## src/sv/wpa_pkg.sv

```systemverilog
package wpa_pkg;

   localparam int NUM_BINS_DEFAULT = 64;
   localparam int BIN_W  = 6;
   localparam int VAL_W  = 16;
   localparam int WSUM_W = 40;
   localparam int S1_W   = 56;
   localparam int S2_W   = 64;
   localparam int CNT_W  = 32;
   localparam int QUEUE_DEPTH = 4;
   localparam int RSP_DATA_W = 104;

   typedef enum logic {
      CMD_FILL = 1'b0,
      CMD_READ = 1'b1
   } cmd_type;

   typedef struct packed {
      cmd_type              cmd;
      logic [BIN_W-1:0]     bin;
      logic signed [VAL_W-1:0] value;
      logic [VAL_W-1:0]     weight;
   } op_type;

   typedef struct packed {
      logic [BIN_W-1:0]  read_bin;
      logic [15:0]       bin_mean;
      logic [15:0]       bin_rms;
      logic [CNT_W-1:0]  event_count;
      logic [15:0]       mean_error;
      logic [15:0]       rms_error;
      logic              bin_empty;
   } result_type;

endpackage

```

## src/sv/wpa_front.sv

```systemverilog
// Accepts request words, drops fills to missing bins, and queues ops.
module wpa_front #(
   parameter int NUM_BINS = wpa_pkg::NUM_BINS_DEFAULT
) (
   input  logic                 clock,
   input  logic                 reset,
   input  logic                 in_valid,
   output logic                 in_ready,
   input  wpa_pkg::op_type      in_op,
   output logic                 out_valid,
   input  logic                 out_ready,
   output wpa_pkg::op_type      out_op
);
   localparam int D = wpa_pkg::QUEUE_DEPTH;
   localparam int AW = $clog2(D);

   wpa_pkg::op_type  q_ff [D];
   logic [AW-1:0]    wr_ff, wr_in, rd_ff, rd_in;
   logic [AW:0]      cnt_ff, cnt_in;
   logic             push, pop, keep;

   assign in_ready  = cnt_ff != (AW+1)'(D);
   assign out_valid = cnt_ff != '0;
   assign out_op    = q_ff[rd_ff];
   assign keep = (in_op.cmd == wpa_pkg::CMD_READ) ||
                 ({26'd0, in_op.bin} < 32'(NUM_BINS));
   assign push = in_valid && in_ready && keep;
   assign pop  = out_valid && out_ready;

   always_comb begin
      wr_in  = push ? wr_ff + 1'b1 : wr_ff;
      rd_in  = pop ? rd_ff + 1'b1 : rd_ff;
      cnt_in = cnt_ff + (AW+1)'(push) - (AW+1)'(pop);
   end

   always_ff @(posedge clock) begin
      if (reset) begin
         wr_ff  <= '0;
         rd_ff  <= '0;
         cnt_ff <= '0;
      end else begin
         wr_ff  <= wr_in;
         rd_ff  <= rd_in;
         cnt_ff <= cnt_in;
      end
      if (push) q_ff[wr_ff] <= in_op;
   end
endmodule

```

## config.mk

```make
export PLATFORM = sky130hd
export DESIGN_NAME = wpa_front
export DESIGN_NICKNAME = d
export VERILOG_FILES = /design/src/sv/wpa_pkg.sv /design/src/sv/wpa_front.sv
export SDC_FILE = /design/constraint.sdc
export NUM_CORES = 1
export LEC_CHECK = 0
export CORE_MARGIN = 3
export CORE_UTILIZATION = 60
export DETAILED_ROUTE_END_ITERATION = 8
export DONT_BUFFER_PORTS = 1
export HOLD_SLACK_MARGIN = 0.12
export PLACE_DENSITY = 0.76
export SLEW_MARGIN = 0
export SYNTH_ARGS = -nofsm -noshare
export SYNTH_HDL_FRONTEND = slang
export SYNTH_SLANG_ARGS = --single-unit
```

## constraint.sdc

```tcl
create_clock -name clock -period 2.7 [get_ports clock]
set_input_delay 0.27 -clock clock [delete_from_list [all_inputs] [get_ports clock]]
set_output_delay 0.27 -clock clock [all_outputs]
set_load 0.005 [all_outputs]
```

Word-level counts from Yosys, hierarchy flattened
Memory sizes are Yosys's and may differ from the RTL's. A register that Yosys moved wholly into a read port is not among the register bits.
Cells that the tools add are included.
{ "totals": {"reg_bits": 7, "n_memories": 1, "ram_bits": 156, "word_cells": 16, "output_inout_bits": 41, "input_bits": 43} }
{ "op_classes": {"eq_ne": 1, "mux": 4, "reduce_logical": 3, "addsub": 4} }
{ "memory_table": {"columns": ["name", "words", "word_bits", "rd", "rd_clocked_by_memory_dff", "write_ports", "line_no", "text"], "rows": [
  ["q_ff", 4, 39, 1, 1, 1, "wpa_front.sv:17", "wpa_pkg::op_type q_ff [D];"]
]} }
{ "op_table": {"columns": ["cell", "count"], "rows": [
  ["2-bit by 1-bit adder with 2-bit output, second input constant", 2],
  ["2-bit 2-to-1 mux", 2],
  ["3-bit by 1-bit adder with 3-bit output", 1],
  ["3-bit != test, second input constant", 1],
  ["3-bit nonzero test", 1],
  ["3-bit by 1-bit subtractor with 3-bit output", 1],
  ["1-bit logical AND", 2],
  ["1-bit 2-to-1 mux", 2]
]} }

Depth between registers and ports, before layout
{ "logic_depth": {"ltp_word": 4, "depth_mapped": 11, "depth_no_buf": 11} }

Worst setup path before layout
No wires, ideal clock.
{ "synth_timing": {"path_kind": "register to register", "startpoint": "register cnt_ff[1]", "endpoint": "memory q_ff[0][0] in the netlist's numbering, enable pin", "path_stages_with_launch": 4, "t_required_ns": 2.300, "setup_ns": 0.400, "t_arrival_ns": 1.743, "n_path_buf": 0, "period_less_slack_ns": 2.143, "setup_slack_ns": 0.557, "cell_sequence": "dfxtp_1 -> nor2_1 -> a21boi_2 -> and2_1"} }
{ "synth_via": {"elab_chain_cells": 4} }
{ "synth_lines": {"columns": ["element", "line_no", "text"], "rows": [
  ["start, declared", "wpa_front.sv:19", "logic [AW:0] cnt_ff, cnt_in;"],
  ["start signal, assigned", "wpa_front.sv:44", "cnt_ff <= cnt_in;"],
  ["3-bit != test", "wpa_front.sv:22", "assign in_ready = cnt_ff != (AW+1)'(D);"],
  ["1-bit logical AND", "wpa_front.sv:27", "assign push = in_valid && in_ready && keep;"],
  ["1-bit 2-to-1 mux", "wpa_front.sv:46", "if (push) q_ff[wr_ff] <= in_op;"],
  ["1-bit 2-to-1 mux (implied by the code)", "wpa_front.sv:46", null],
  ["end, declared", "wpa_front.sv:17", null]
]} }
No other way between the ends.

Worst setup path after layout
{ "layout_timing": {"startpoint": "register cnt_ff[1]", "endpoint": "register cnt_ff[2]"} }
{ "layout_via": {"elab_chain_cells": 4, "elab_cells_between_ends": 6, "classes_between": "2 x add/sub; 1 x eq/ne; 3 x reduce/logical"} }
{ "layout_lines": {"columns": ["element", "line_no", "text"], "rows": [
  ["3-bit != test", "wpa_front.sv:22", null],
  ["1-bit logical AND", "wpa_front.sv:27", null],
  ["3-bit by 1-bit adder with 3-bit output", "wpa_front.sv:33", "cnt_in = cnt_ff + (AW+1)'(push) - (AW+1)'(pop);"],
  ["3-bit by 1-bit subtractor with 3-bit output (*)", "wpa_front.sv:33", null]
]} }
Mark *: on every way between the ends. The rest lies on a longest branch, timed or not.
A chain may end at the register's enable or synchronous reset.

==> flow_metrics.tcl <==
set metrics [dict create \
    area.growth.synth_to_final_pct 21.5 \
    synth_top_area_share_pct 77.0 \
    htreeDepth 4 \
    final_cells 462 \
    drt_first_pass_iters 4 \
    die_h_um 107 \
    fp-row-count 36 \
    synth-main-ff-cell "edfxtp_1" \
    synth_edf_count 156 \
    cts_tree "built" \
    antenna_found_initial 0 \
    power_frac_seq_pct 47.3 \
    crit_fanout 7 \
    place.gp.congestion 0.692 \
    die_area_mm2 0.0114 \
    yosys.area.top_type "edfxtp_1" \
    maxSlewViolCount 0 \
    period_share_pct 87.9 \
    clk_path_buf_depth 2 \
    place.detailed.hpwl_um 6130 \
    ys_ff_latch 165 \
    cts_root_buf "clkbuf_8" \
    fin_worst_skew_ps 7.40 \
    cts_resized 0 \
    clk_latency_ps 510 \
    syn-instance-count 252 \
    clkSinkCount 165 \
    syn-num-nets 302 \
    pwr-share-clk_pct 34.3 \
    relSlewSlack_pct 61.2 \
    synth_cell_types 24 \
    fmax_mhz 421 \
    yosys-top-cells-area "edfxtp_1 (77%), mux4_2 (14%), dfxtp_1 (3.0%)" \
    criticalPathCategory "flop to flop" \
    first_global_vias 2939 \
    setup_viol 0 \
    drt-initial-drc-count 167 \
    ant_nets 0 \
    status "finished clean" \
    drive_above_1_share_pct 26.1 \
    power_density_mw_per_mm2 948 \
    cts-hold-fix-buffers 43 \
    pin_count 84 \
    intPower_mw 5.31 \
    met2_usage_pct 31.4 \
    power_frac_comb_pct 18.4 \
    async_reset_ff_share_pct 0 \
    rsz0062_at_grt "false" \
    grt_pass1_wl_um 16400 \
    period_needed_ps 2370 \
    hold_viol_final 0 \
    dp.cells 387 \
    swShare_pct 24.3 \
    vias 2666 \
    tns_ps 0 \
    clk_pin_slew_ps 60 \
    die_w_um 107 \
    leakagePower_nw 2.40 \
    post_cts_buffers 0 \
    required_ps 3140 \
    grt_use_met1_pct 26.0 \
    synth_area_per_cell_um2 24.2 \
    coreArea_mm2 0.00982 \
    fillers 559 \
    io_buffers 0 \
    worst_pin_slew_ps 582 \
    top_usage_layer "met2" \
    overflow 0 \
    p_sw_mw 1.70 \
    drt-wirelength-per-cell_um 22.3 \
    use_met3_pct 6.68 \
    route.detailed.drc 0 \
    synth_warnings 0 \
    endpoint_kind "flop" \
    seq_area_frac_synth_pct 79.9 \
    arrival_ps 2810 \
    synth.most_common_cell "edfxtp_1" \
    synthTopCellsByCount "edfxtp_1 (156), mux4_2 (39), dfxtp_1 (9)" \
    finalNetCount 366 \
    grt_max_degree 21 \
    synth_area_mm2 0.00609 \
    wl_um 10300 \
    start_kind "flop" \
    initial_utilization_pct 62.0 \
    diodes 0 \
    vdd_drop_max_uv 527 \
    cap_violations 0 \
    cts_buffers 17 \
    track_usage_pct 20.1 \
    via_per_inst 5.77 \
    min_path_type "primary input to flop" \
]
final timing paths:
check | depth (start not counted) | slack, ps | from | end
max | 11 | 330 | cnt_ff[1] | cnt_ff[2]
min | 1 | 460 | in_op[14] | q_ff[0][14]
max reg2reg | 11 | 330 | cnt_ff[1] | cnt_ff[2]
min reg2reg | 2 | 530 | rd_ff[1] | flop
cell families after synthesis:
group,synth area share (%)
buffers and inverters,1.27
xor gates and xnor gates,0.432
muxes,14.8
DFF,79.9
adders and majority gates,1.56
AOI/OAI and AO/OA,0.473
and+or+nand+nor,1.56
final cells by class:
cell class              count  area [um^2]  share of cell area [%]
well taps                 133          166                    2.25
inverters                   5         18.8                   0.254
multi-input cells          73         1150                    15.5
repair buffers             54          588                    7.95
clock inverters            13          183                    2.47
flip-flops and latches    165         4870                    65.8
clock buffers              19          422                    5.70
per-layer routing:
| metal | share of wire (%) | wire [um] |
|---|---|---|
| met4 | 2.0 | 203 |
| met2 | 52 | 5400 |
| met3 | 5.7 | 585 |
| met1 | 40 | 4130 |
| met5 | 0 | 0 |
power by group through the flow:
stage               sequential (mW)  combinational, mW  clock (mW)
finish                         3.32               1.29        2.41
CTS                            3.32               1.32        2.45
global route                   3.35               1.41        2.55
floorplan                      3.28              0.982           0
global placement               3.35               1.22           0
detailed placement             3.37               1.23           0
sequential cells by signal (all words and copies together) (netlist names), named ones only:
name / flops
cnt_ff: 3
q_ff: 156
rd_ff: 2
wr_ff: 2
per-stage QoR:
stage                     power (mW)  hold slack, ps  util, %  cell area [um^2]  setup slack, ps
final                           7.01             457     75.3              7390              326
after global routing            7.31             447     75.3              7390              178
after CTS                       7.09             428     75.3              7390              301
after detailed placement        4.60             338     64.8              6360              371
after global placement          4.56             337     64.8              6360              473
after floorplan                 4.26             369        -              6090              557
cell usage in the layout (no fill, tap or decap), types with 5 or more instances in the layout:
| cell type | count |
|---|---|
| clkbuf_16 | 16 |
| inv_1 | 5 |
| dlygate4sd3_1 | 43 |
| ha_1 | 6 |
| mux4_2 | 39 |
| buf_4 | 5 |
| buf_12 | 6 |
| nor2_1 | 8 |
| dfxtp_1 | 7 |
| edfxtp_1 | 156 |
critical path, cell delays in order (launching register included):
cell and delay, ps:
dfxtp_1 450, nor2_1 120, a21boi_2 300, inv_1 80, ha_1 300, inv_1 60, ha_1 130, inv_1 40
fa_1 370, xor2_1 160, and2_1 170, nor3_1 130
No activity file was read; power rests on OpenSTA's default activity.
